### src/sv/pot_pkg.sv
`timescale 1ns / 1ps
// Shared types and constants for the piezo onset trigger.
// Used by every module of the block; depends on nothing.
package pot_pkg;

  localparam int SAMPLE_W = 16;
  localparam int Y_W      = 20;
  localparam int MAG_W    = 19;
  localparam int COEFF_W  = 16;
  localparam int DECAY_W  = 16;
  // The playback address port is 24 bits wide, and so is the length register.
  localparam int IDX_W    = 24;
  localparam int CFG_W    = 24;
  localparam int CFG_IDX_W = 3;

  typedef logic [CFG_IDX_W-1:0] cfg_idx_t;

  localparam cfg_idx_t CFG_POLE_COEFF  = 3'd0;
  localparam cfg_idx_t CFG_THRESHOLD   = 3'd1;
  localparam cfg_idx_t CFG_DROP        = 3'd2;
  localparam cfg_idx_t CFG_DECAY       = 3'd3;
  localparam cfg_idx_t CFG_SAMPLE_LEN  = 3'd4;

  localparam logic [COEFF_W-1:0] POLE_RST      = 16'd64881;
  localparam logic [MAG_W-1:0]   THRESHOLD_RST = 19'd66;
  localparam logic [MAG_W-1:0]   DROP_RST      = 19'd66;
  localparam logic [DECAY_W-1:0] DECAY_RST     = 16'd3;
  localparam logic [IDX_W-1:0]   LENGTH_RST    = 24'd0;

  typedef struct packed {
    logic             onset;
    logic [MAG_W-1:0] peak;
  } det_res_t;

  typedef struct packed {
    logic             active;
    logic [IDX_W-1:0] index;
  } play_res_t;

endpackage

### src/sv/pot_dcblock.sv
`timescale 1ns / 1ps
// One-pole DC-blocking filter with saturation and full-wave rectifier.
// Depends on pot_pkg.
module pot_dcblock
  import pot_pkg::*;
(
  input  logic                clk,
  input  logic                rst_n,
  input  logic                fire,
  input  logic [SAMPLE_W-1:0] sample,
  input  logic [COEFF_W-1:0]  pole_coeff,
  output logic [MAG_W-1:0]    magnitude
);

  logic [SAMPLE_W-1:0]          prev_in_r;
  logic signed [Y_W-1:0]        prev_y_r;
  logic signed [Y_W+COEFF_W:0]  prod;
  logic signed [Y_W+COEFF_W:0]  prod_rnd;
  logic signed [Y_W:0]          fb;
  logic signed [Y_W+2:0]        y_sum;
  logic signed [Y_W-1:0]        y_sat;
  logic [Y_W-1:0]               y_neg;

  assign prod     = $signed({1'b0, pole_coeff}) * prev_y_r;
  assign prod_rnd = prod + (Y_W+COEFF_W+1)'(32768);
  // Arithmetic shift by 16 floors the rounded product.
  assign fb       = prod_rnd[Y_W+COEFF_W:COEFF_W];
  assign y_sum    = $signed({7'b0, sample}) - $signed({7'b0, prev_in_r})
                    + $signed({{2{fb[Y_W]}}, fb});

  always_comb begin
    if (y_sum > $signed(23'sd524287)) begin
      y_sat = 20'sh7FFFF;
    end else if (y_sum < -$signed(23'sd524288)) begin
      y_sat = 20'sh80000;
    end else begin
      y_sat = y_sum[Y_W-1:0];
    end
  end

  assign y_neg = ~y_sat + 20'd1;

  always_comb begin
    if (!y_sat[Y_W-1]) begin
      magnitude = y_sat[MAG_W-1:0];
    end else if (y_sat == 20'sh80000) begin
      magnitude = {MAG_W{1'b1}};
    end else begin
      magnitude = y_neg[MAG_W-1:0];
    end
  end

  always_ff @(posedge clk) begin
    if (!rst_n) begin
      prev_in_r <= '0;
      prev_y_r  <= '0;
    end else if (fire) begin
      prev_in_r <= sample;
      prev_y_r  <= y_sat;
    end
  end

endmodule

### src/sv/pot_detect.sv
`timescale 1ns / 1ps
// Decaying peak tracker and once-per-peak onset detector.
// Depends on pot_pkg.
module pot_detect
  import pot_pkg::*;
(
  input  logic               clk,
  input  logic               rst_n,
  input  logic               fire,
  input  logic [MAG_W-1:0]   magnitude,
  input  logic [MAG_W-1:0]   threshold,
  input  logic [MAG_W-1:0]   drop,
  input  logic [DECAY_W-1:0] decay,
  output det_res_t           res
);

  logic [MAG_W-1:0] peak_r, peak_nxt;
  logic             armed_r, armed_nxt;
  logic             armed_mid;
  logic             trig;

  always_comb begin
    armed_mid = armed_r;
    if (magnitude >= peak_r) begin
      peak_nxt  = magnitude;
      armed_mid = 1'b0;
    end else if (peak_r >= {3'b0, decay}) begin
      peak_nxt = peak_r - {3'b0, decay};
    end else begin
      peak_nxt = peak_r;
    end
  end

  // Magnitude below (peak - drop) without going negative: mag + drop < peak.
  assign trig = (({1'b0, magnitude} + {1'b0, drop}) < {1'b0, peak_nxt})
                && (peak_nxt >= threshold) && !armed_mid;
  assign armed_nxt = armed_mid | trig;

  assign res.onset = trig;
  assign res.peak  = peak_nxt;

  always_ff @(posedge clk) begin
    if (!rst_n) begin
      peak_r  <= '0;
      armed_r <= 1'b0;
    end else if (fire) begin
      peak_r  <= peak_nxt;
      armed_r <= armed_nxt;
    end
  end

endmodule

### src/sv/pot_play.sv
`timescale 1ns / 1ps
// Playback address counter restarted by an onset, stopping at the buffer length.
// Depends on pot_pkg.
module pot_play
  import pot_pkg::*;
(
  input  logic             clk,
  input  logic             rst_n,
  input  logic             fire,
  input  logic             onset,
  input  logic [IDX_W-1:0] length,
  output play_res_t        res
);

  logic [IDX_W-1:0] pos_r, pos_nxt, pos_a, pos_inc;
  logic             playing_r, playing_nxt, playing_a;

  assign playing_a = onset | playing_r;
  assign pos_a     = onset ? '0 : pos_r;
  assign pos_inc   = pos_a + IDX_W'(1);

  always_comb begin
    res.active  = 1'b0;
    res.index   = '0;
    pos_nxt     = pos_a;
    playing_nxt = playing_a;
    if (playing_a) begin
      if (pos_a < length) begin
        res.active  = 1'b1;
        res.index   = pos_a;
        pos_nxt     = pos_inc;
        playing_nxt = pos_inc < length;
      end else begin
        playing_nxt = 1'b0;
      end
    end
  end

  always_ff @(posedge clk) begin
    if (!rst_n) begin
      pos_r     <= '0;
      playing_r <= 1'b0;
    end else if (fire) begin
      pos_r     <= pos_nxt;
      playing_r <= playing_nxt;
    end
  end

endmodule

### src/sv/piezo_onset_trigger_unit.sv
`timescale 1ns / 1ps
// Piezo onset trigger: DC blocker, rectifier, peak tracker, onset and playback index.
// A beat held in the input register is written to the result register when it fires.
// Throughput: one beat per cycle while out_stall does not hold the result; the filter
// feedback multiply and peak update are combinational between the two registers.
// Reset (synchronous, active low) restores defaults, clears all but the data registers.
// Depends on pot_pkg, pot_dcblock, pot_detect and pot_play.
module piezo_onset_trigger_unit
  import pot_pkg::*;
(
  input  logic                 clk,
  input  logic                 rst_n,
  input  logic                 in_valid,
  output logic                 in_stall,
  input  logic [SAMPLE_W-1:0]  in_piezo_sample,
  output logic                 out_valid,
  input  logic                 out_stall,
  output logic [MAG_W-1:0]     out_magnitude,
  output logic [MAG_W-1:0]     out_peak_level,
  output logic                 out_onset,
  output logic                 out_play_active,
  output logic [IDX_W-1:0]     out_play_index,
  input  logic                 cfg_we,
  input  cfg_idx_t             cfg_index,
  input  logic [CFG_W-1:0]     cfg_wdata
);

  logic [COEFF_W-1:0]  pole_r;
  logic [MAG_W-1:0]    thr_r;
  logic [MAG_W-1:0]    drop_r;
  logic [DECAY_W-1:0]  decay_r;
  logic [IDX_W-1:0]    len_r;

  logic                in_valid_r;
  logic [SAMPLE_W-1:0] sample_r;
  logic                out_valid_r;
  logic [MAG_W-1:0]    mag_r;
  logic [MAG_W-1:0]    peak_r;
  logic                onset_r;
  logic                active_r;
  logic [IDX_W-1:0]    index_r;

  logic                proc_ready;
  logic                fire;
  logic                accept;
  logic [MAG_W-1:0]    magnitude;
  det_res_t            det;
  play_res_t           play;

  always_ff @(posedge clk) begin
    if (!rst_n) begin
      pole_r  <= POLE_RST;
      thr_r   <= THRESHOLD_RST;
      drop_r  <= DROP_RST;
      decay_r <= DECAY_RST;
      len_r   <= LENGTH_RST;
    end else if (cfg_we) begin
      case (cfg_index)
        CFG_POLE_COEFF: pole_r  <= cfg_wdata[COEFF_W-1:0];
        CFG_THRESHOLD:  thr_r   <= cfg_wdata[MAG_W-1:0];
        CFG_DROP:       drop_r  <= cfg_wdata[MAG_W-1:0];
        CFG_DECAY:      decay_r <= cfg_wdata[DECAY_W-1:0];
        CFG_SAMPLE_LEN: len_r   <= cfg_wdata[IDX_W-1:0];
        default: ;
      endcase
    end
  end

  // The held input beat is processed when the result register is free or draining.
  assign proc_ready = !out_valid_r || !out_stall;
  assign fire       = in_valid_r && proc_ready;
  assign in_stall   = in_valid_r && !proc_ready;
  assign accept     = in_valid && !in_stall;

  always_ff @(posedge clk) begin
    if (!rst_n) begin
      in_valid_r  <= 1'b0;
      out_valid_r <= 1'b0;
    end else begin
      if (accept) begin
        in_valid_r <= 1'b1;
      end else if (fire) begin
        in_valid_r <= 1'b0;
      end
      if (fire) begin
        out_valid_r <= 1'b1;
      end else if (!out_stall) begin
        out_valid_r <= 1'b0;
      end
    end
  end

  always_ff @(posedge clk) begin
    if (accept) begin
      sample_r <= in_piezo_sample;
    end
    if (fire) begin
      mag_r    <= magnitude;
      peak_r   <= det.peak;
      onset_r  <= det.onset;
      active_r <= play.active;
      index_r  <= play.index;
    end
  end

  pot_dcblock u_dcblock (
    .clk        (clk),
    .rst_n      (rst_n),
    .fire       (fire),
    .sample     (sample_r),
    .pole_coeff (pole_r),
    .magnitude  (magnitude)
  );

  pot_detect u_detect (
    .clk       (clk),
    .rst_n     (rst_n),
    .fire      (fire),
    .magnitude (magnitude),
    .threshold (thr_r),
    .drop      (drop_r),
    .decay     (decay_r),
    .res       (det)
  );

  pot_play u_play (
    .clk    (clk),
    .rst_n  (rst_n),
    .fire   (fire),
    .onset  (det.onset),
    .length (len_r),
    .res    (play)
  );

  assign out_valid       = out_valid_r;
  assign out_magnitude   = mag_r;
  assign out_peak_level  = peak_r;
  assign out_onset       = onset_r;
  assign out_play_active = active_r;
  assign out_play_index  = index_r;

endmodule
### config.mk
export PLATFORM = sky130hd
export DESIGN_NAME = piezo_onset_trigger_unit
export DESIGN_NICKNAME = d
export VERILOG_FILES = /design/src/sv/pot_pkg.sv /design/src/sv/pot_dcblock.sv /design/src/sv/pot_detect.sv /design/src/sv/pot_play.sv /design/src/sv/piezo_onset_trigger_unit.sv
export SDC_FILE = /design/constraint.sdc
export NUM_CORES = 2
export LEC_CHECK = 0
export BUFFER_PORTS_ARGS = -buffer_cell sky130_fd_sc_hd__buf_2
export CELL_PAD_IN_SITES_DETAIL_PLACEMENT = 0
export CELL_PAD_IN_SITES_GLOBAL_PLACEMENT = 1
export CORE_ASPECT_RATIO = 1.5
export CORE_MARGIN = 2
export CORE_UTILIZATION = 49
export CTS_CLUSTER_DIAMETER = 60
export DETAILED_ROUTE_END_ITERATION = 10
export PLACE_DENSITY = 0.84
export SYNTH_ARGS = -nofsm -noshare
export SYNTH_HDL_FRONTEND = slang
export SYNTH_SLANG_ARGS = --single-unit
export TNS_END_PERCENT = 10
### constraint.sdc
create_clock -name clk -period 24.6 [get_ports clk]
set_input_delay 1.23 -clock clk [delete_from_list [all_inputs] [get_ports clk]]
set_output_delay 1.23 -clock clk [all_outputs]
set_load 0.01 [all_outputs]
==> Word level (Yosys, flattened, before mapping) <==
Index checks and enable logic that the tools add are counted.
{ "word_totals": {"ff_bits": 257, "in_bits": 48, "elab_cells": 80} }
{ "classes": {"add_sub_neg": 7, "multipliers": 1, "order_cmp": 8, "n_eq_ne": 6, "n_mux": 17, "n_bitwise": 3, "reduce_logical": 19} }
{ "op_table": {"columns": ["cell", "count"], "rows": [
  ["two-way mux 19 bit", 4],
  ["two-way mux 24 bit", 3],
  ["less-than comparator 24 bit", 2],
  ["two-way mux 20 bit", 2],
  ["greater-or-equal comparator 19 bit", 2],
  ["adder 37 x 17 -> 37 bit (second input constant)", 1],
  ["multiplier 17 x 20 -> 37 bit", 1],
  ["two-way mux 25 bit", 1],
  ["adder 24 x 1 -> 24 bit (second input constant)", 1],
  ["> comparator 23 x 20 -> 1 bit (second input constant)", 1],
  ["less-than comparator 23 x 20 -> 1 bit (second input constant)", 1],
  ["adder 17 x 21 -> 22 bit", 1],
  ["adder 19 x 19 -> 20 bit", 1],
  ["equality test 20 bit (second input constant)", 1],
  ["less-than comparator 20 x 19 -> 1 bit", 1],
  ["adder 19 x 1 -> 19 bit (second input constant)", 1],
  ["greater-or-equal comparator 19 x 16 -> 1 bit", 1],
  ["NOT 19 bit", 1],
  ["subtractor 19 x 16 -> 19 bit", 1],
  ["subtractor 16 x 16 -> 17 bit", 1],
  ["AND reduction 2 bit", 6],
  ["two-way mux 1 bit", 7],
  ["equality test 3 x 2 -> 1 bit (second input constant)", 2],
  ["logical AND 1 bit", 5],
  ["other kinds (8)", 13]
]} }

==> Longest topological paths before layout <==
{ "depth": {"ltp_word": 20, "ltp_mapped": 105} }

==> Cells and area by module <==
Synthesis repeated with hierarchy kept, for this count alone.
{ "unflattened": {"cells_unflattened": 3271, "hier_area_um2": 29412.0} }
{ "modules_own_cells": {"columns": ["mod", "instances", "cells_per_inst", "area_each_um2", "seq_area_each_um2"], "rows": [
  ["pot_dcblock", 1, 1878, 16160.5, 720.7],
  ["piezo_onset_trigger_unit", 1, 439, 6077.1, 4324.1],
  ["pot_detect", 1, 584, 4306.6, 400.4],
  ["pot_play", 1, 370, 2867.8, 500.5]
]} }

==> Least setup slack after synthesis <==
OpenSTA, ideal clock, no wires.
{ "synth_path": {"path_kind": "register to register", "from": "register u_dcblock.prev_y_r[6]", "to": "register u_play.playing_r", "setup_ns": 0.096, "t_arrival_ns": 18.999, "required_ns": 24.504, "path_slack_ns": 5.505, "stages_incl_launch_ff": 101, "n_path_buf": 7, "period_less_slack_ns": 19.095, "cell_sequence": "dfxtp_1 -> clkbuf_1 -> and2_1 -> fa_1 -> inv_1 -> fa_1 -> fa_1 -> inv_1 -> fa_1 -> fa_1 -> inv_1 -> fa_1 -> inv_1 -> ha_1 -> nor3_1 -> o21ai_0 -> a311oi_1 -> nor2_1 -> [... 65 more ...] -> nand3_1 -> a211oi_1 -> xnor2_1 -> nor2_1 -> ha_1 -> a21o_1 -> a21oi_1 -> nor2b_1 -> o21ai_0 -> nand2b_1 -> a21oi_1 -> nor2b_1 -> o21ai_0 -> nand2b_1 -> a221o_1 -> a21o_1 -> a211o_1 -> o41ai_2"} }
{ "synth_between": {"elab_chain_cells": 20, "word_cells_on_any_way": 28, "classes_between": "add/sub (5); mul (1); order compare (7); eq/ne (1); mux (9); bitwise (2); reduce/logical (3)"} }
{ "synth_lines": {"columns": ["element", "line_no", "rtl"], "rows": [
  ["start: declaration", "pot_dcblock.sv:16", "logic signed [Y_W-1:0] prev_y_r;"],
  ["start signal: assignment", "pot_dcblock.sv:59", "prev_y_r <= y_sat;"],
  ["multiplier 17 x 20 -> 37 bit (*)", "pot_dcblock.sv:24", "assign prod = $signed({1'b0, pole_coeff}) * prev_y_r;"],
  ["adder 37 x 17 -> 37 bit (*)", "pot_dcblock.sv:25", "assign prod_rnd = prod + (Y_W+COEFF_W+1)'(32768);"],
  ["adder 17 x 21 -> 22 bit (*)", "pot_dcblock.sv:29", "+ $signed({{2{fb[Y_W]}}, fb});"],
  ["less-than comparator 23 x 20 -> 1 bit", "pot_dcblock.sv:34", "end else if (y_sum < -$signed(23'sd524288)) begin"],
  ["two-way mux 20 bit", "pot_dcblock.sv:34", null],
  ["two-way mux 20 bit (*)", "pot_dcblock.sv:32", "if (y_sum > $signed(23'sd524287)) begin"],
  ["NOT 19 bit", "pot_dcblock.sv:41", "assign y_neg = ~y_sat + 20'd1;"],
  ["adder 19 x 1 -> 19 bit", "pot_dcblock.sv:41", null],
  ["[... 2 more ...]", null, null],
  ["via magnitude[0]", "piezo_onset_trigger_unit.sv:46", "logic [MAG_W-1:0] magnitude;"],
  ["[... 3 more ...]", null, null],
  ["logical AND 1 bit", "pot_detect.sv:36", "&& (peak_nxt >= threshold) && !armed_mid;"],
  ["logical AND 1 bit (*)", "pot_detect.sv:36", null],
  ["two-way mux 24 bit (*)", "pot_play.sv:19", "assign pos_a = onset ? '0 : pos_r;"],
  ["via u_play.pos_a[1]", "pot_play.sv:15", "logic [IDX_W-1:0] pos_r, pos_nxt, pos_a, pos_inc;"],
  ["adder 24 x 1 -> 24 bit", "pot_play.sv:20", "assign pos_inc = pos_a + IDX_W'(1);"],
  ["less-than comparator 24 bit", "pot_play.sv:32", "playing_nxt = pos_inc < length;"],
  ["two-way mux 1 bit (*)", "pot_play.sv:28", "if (pos_a < length) begin"],
  ["two-way mux 1 bit (*)", "pot_play.sv:27", "if (playing_a) begin"],
  ["end signal: assignment", "pot_play.sv:45", "playing_r <= playing_nxt;"],
  ["end: declaration", "pot_play.sv:16", "logic playing_r, playing_nxt, playing_a;"]
]} }
Mark *: on every way through the listed nets, which the timed path passes. The rest lies on a longest branch.
A chain may end at the register's enable or synchronous reset.

==> Worst setup path in the final report <==
{ "layout_path": {"from": "register pole_r[2]", "to": "register u_play.playing_r"} }
{ "layout_between": {"elab_chain_cells": 20, "word_cells_on_any_way": 28, "classes_between": "add/sub (5); mul (1); order compare (7); eq/ne (1); mux (9); bitwise (2); reduce/logical (3)"} }
{ "layout_lines": {"columns": ["element", "line_no", "rtl"], "rows": [
  ["start: declaration", "piezo_onset_trigger_unit.sv:28", "logic [COEFF_W-1:0] pole_r;"],
  ["start signal: assignment", "piezo_onset_trigger_unit.sv:59", "CFG_POLE_COEFF: pole_r <= cfg_wdata[COEFF_W-1:0];"],
  ["multiplier 17 x 20 -> 37 bit (*)", "pot_dcblock.sv:24", null],
  ["adder 37 x 17 -> 37 bit (*)", "pot_dcblock.sv:25", null],
  ["adder 17 x 21 -> 22 bit (*)", "pot_dcblock.sv:29", null],
  ["less-than comparator 23 x 20 -> 1 bit", "pot_dcblock.sv:34", null],
  ["two-way mux 20 bit", "pot_dcblock.sv:34", null],
  ["two-way mux 20 bit (*)", "pot_dcblock.sv:32", null],
  ["NOT 19 bit", "pot_dcblock.sv:41", null],
  ["adder 19 x 1 -> 19 bit", "pot_dcblock.sv:41", null],
  ["[... 2 more ...]", null, null],
  ["via magnitude[0]", "piezo_onset_trigger_unit.sv:46", null],
  ["[... 3 more ...]", null, null],
  ["logical AND 1 bit", "pot_detect.sv:36", null],
  ["logical AND 1 bit (*)", "pot_detect.sv:36", null],
  ["two-way mux 24 bit (*)", "pot_play.sv:19", null],
  ["via u_play.pos_a[1]", "pot_play.sv:15", null],
  ["adder 24 x 1 -> 24 bit", "pot_play.sv:20", null],
  ["less-than comparator 24 bit", "pot_play.sv:32", null],
  ["two-way mux 1 bit (*)", "pot_play.sv:28", null],
  ["two-way mux 1 bit (*)", "pot_play.sv:27", null]
]} }
Marks and branches as above.

==> flow_summary.json <==
{
  "status": "finished, final reports clean",
  "path_clk_slew_ns": 0.08,
  "synth.avg_cell_area_um2": 8.36,
  "cts.sinks": 257,
  "crit_path_end_kind": "flop",
  "portBuffers": 113,
  "fmax_mhz": 44.4,
  "syn-instance-count": 3533,
  "ys_seq_elements": 257,
  "yosysWarningCount": 0,
  "synth_edf_count": 80,
  "drive_gt1_frac": 0.0665,
  "worstReg2RegEnd": "u_play.playing_r",
  "fill_cells": 5815,
  "gp_congestion": 0.930,
  "io_pins": 114,
  "dieArea_um2": 62300,
  "maxCapViolCount": 0,
  "relSlewSlack": 0.306,
  "postLayoutCoreUtil": 0.528,
  "coreArea_um2": 59900,
  "wl_mm": 84.1,
  "antenna_found_initial": 0,
  "slew_violations": 0,
  "synthesis.area_um2": 29500,
  "htreeDepth": 1,
  "grt_max_degree": 81,
  "synthDominantCellAreaShare": 0.220,
  "synth_cell_types": 97,
  "holdCritStartpoint": "thr_r[8]",
  "skew_ns": 0.0331,
  "layout-area-overhead-vs-synth_pct": 6.98,
  "overflow": 0,
  "holdCritPathClass": "flop to flop",
  "synth-async-reset-ratio": 0,
  "dieWidth_um": 204,
  "avgRoutedWirePerCell_um": 19.3,
  "rr_startpoint": "pole_r[2]",
  "syn_nets": 4182,
  "firstDrtPassIters": 7,
  "grt_use_total": 0.275,
  "cts-buffers-inserted": 26,
  "root_buffer": "clkbuf_16",
  "initial_core_util": 0.493,
  "cp.arrival_ns": 23.02,
  "rows": 110,
  "hold_buffers": 0,
  "die_y_um": 305,
  "r2r_cells": 95,
  "hold_path_end": "thr_r[8]",
  "drc": 0,
  "final_cells": 4347,
  "finalSetupTns_ns": 0,
  "ctsLongestPathBuffers": 3,
  "yosysTopAreaCell": "fa_1",
  "first_iter_violations": 1413,
  "critical-path-max-stage-delay_ns": 0.82,
  "critical_path_class": "flop to flop",
  "final-hold-violation-count": 0,
  "path_common_cell": "o21ai_0",
  "min_path_cells": 2,
  "ys_seq_area_frac": 0.201,
  "path_max_fanout": 44,
  "crit_required_ns": 25.08,
  "start_kind": "flop",
  "r2r_slack_ns": 2.06,
  "fin_nets": 4192,
  "rsz0062_at_grt": "false",
  "yosys-top-cells-area": "fa_1, dfxtp_1, ha_1",
  "via_per_inst": 5.54,
  "synth_most_common_cell": "inv_1",
  "clock_latency_ns": 0.59,
  "period_needed_ns": 22.54,
  "yosys-top-cells-count": "inv_1, nand2_1, fa_1",
  "worst-slew-pin-transition_ns": 1.04,
  "cts_tree": "yes",
  "vias": 24100,
  "setup_viol": 0,
  "n_antenna_cell": 0,
  "placed_area_um2": 30700,
  "fin_crit_sh": 0.916,
  "cts_setup_buffers": 0,
  "dp_hpwl_mm": 66.4,
  "grt_pass1_wl_mm": 134,
  "dp.cells": 4299,
  "drtAntennaViolNets": 0,
  "synth_ff_type": "dfxtp_1",
  "slowest_stage": "dfxtp_1",
  "fin_area_um2": 31600,
  "first_global_vias": 24500
}
==> flip-flops by register name, indices dropped and copies added (netlist names), 16 cells and up <==
name,cells
out_play_index,24
sample_r,16
pole_r,16
out_peak_level,19
u_dcblock.prev_y_r,20
out_magnitude,19
u_dcblock.prev_in_r,16
decay_r,16
u_play.pos_r,24
thr_r,19
u_detect.peak_r,19
len_r,24
drop_r,19
==> how the worst max path moves through the flow <==
stage                     depth (start not counted)  slack (ns)                  start          endpoint
after global placement                           91        2.29             pole_r[10]  u_play.pos_r[21]
after detailed placement                         90        1.70              pole_r[2]  u_play.pos_r[14]
final                                            95        2.06              pole_r[2]  u_play.playing_r
after global routing                             96        0.15              pole_r[2]  u_play.playing_r
after CTS                                        90        1.59              pole_r[2]   u_play.pos_r[7]
after floorplan                                 100        5.51  u_dcblock.prev_y_r[6]  u_play.playing_r
==> cell usage in the layout (no fill, tap or decap), types with 18 or more instances in the layout <==
master and n:
fa_1 324, buf_4 31, xnor2_1 69, buf_2 113, nand2b_1 24, inv_1 579, o21a_1 25, nand4_1 31
nand3_1 62, o21ai_0 111, nor3_1 34, a21oi_1 260, xor2_1 30, nand2_1 482, o211ai_1 25, a21o_1 52
edfxtp_1 80, nor2_1 174, mux2i_1 18, and3_1 31, dfxtp_1 177, a31oi_1 24, and2_1 221, a211oi_1 29
clkbuf_16 28, nor2b_1 25, ha_1 277
==> layer usage <==
metal  track usage  vias to the layer above  share of wire
met1         0.330                    11700           0.39
met4         0.143                        0          0.057
met2         0.488                      647           0.51
li1              -                    11500              -
met3        0.0210                      214          0.041
met5             0                        -              0
==> critical path: cells and delay by family (launching register included) <==
kind / cells / cell delay [ns]
AOI/OAI and AO/OA: 43 / 10.29
xor gates and xnor gates: 3 / 0.50
adders and majority gates: 14 / 5.04
buffers and inverters: 8 / 0.64
DFF: 1 / 0.82
muxes: 1 / 0.19
and+or+nand+nor: 26 / 4.90
==> through the flow <==
step                hold WS (ns)  worst slack [ns]
global placement           0.442              2.29
global route               0.470             0.150
finish                     0.453              2.06
floorplan                  0.436              5.51
CTS                        0.455              1.59
detailed placement         0.446              1.70
==> logic make-up (layout without fill, tap and decap cells) <==
family,after synthesis,after routing,synth area share
muxes,20,20,0.00686
xor gates and xnor gates,100,100,0.0303
AOI/OAI and AO/OA,648,648,0.137
DFF,257,257,0.201
adders and majority gates,603,603,0.338
buffers and inverters,746,776,0.0965
and+or+nand+nor,1159,1159,0.190
==> timing repair <==
| item | CTS | global route |
|---|---|---|
| gates resized for setup | 0 | 3 |
| endpoints found under the setup margin | 0 | 33 |
| hold endpoints to repair | 0 | 0 |
==> area by class of cell <==
class | count | area (um^2) | share of cell area
Clock buffer | 37 | 774 | 0.0245
Clock inverter | 11 | 119 | 0.00376
Inverter | 584 | 2200 | 0.0696
Multi-Input combinational cell | 2530 | 20800 | 0.658
Sequential cell | 257 | 5950 | 0.188
Tap cell | 784 | 981 | 0.0310
Timing Repair Buffer | 144 | 798 | 0.0253
Power is left out: the tool's default activity adds up to more than one toggle a clock period on the data nets, which glitch-free logic cannot reach.
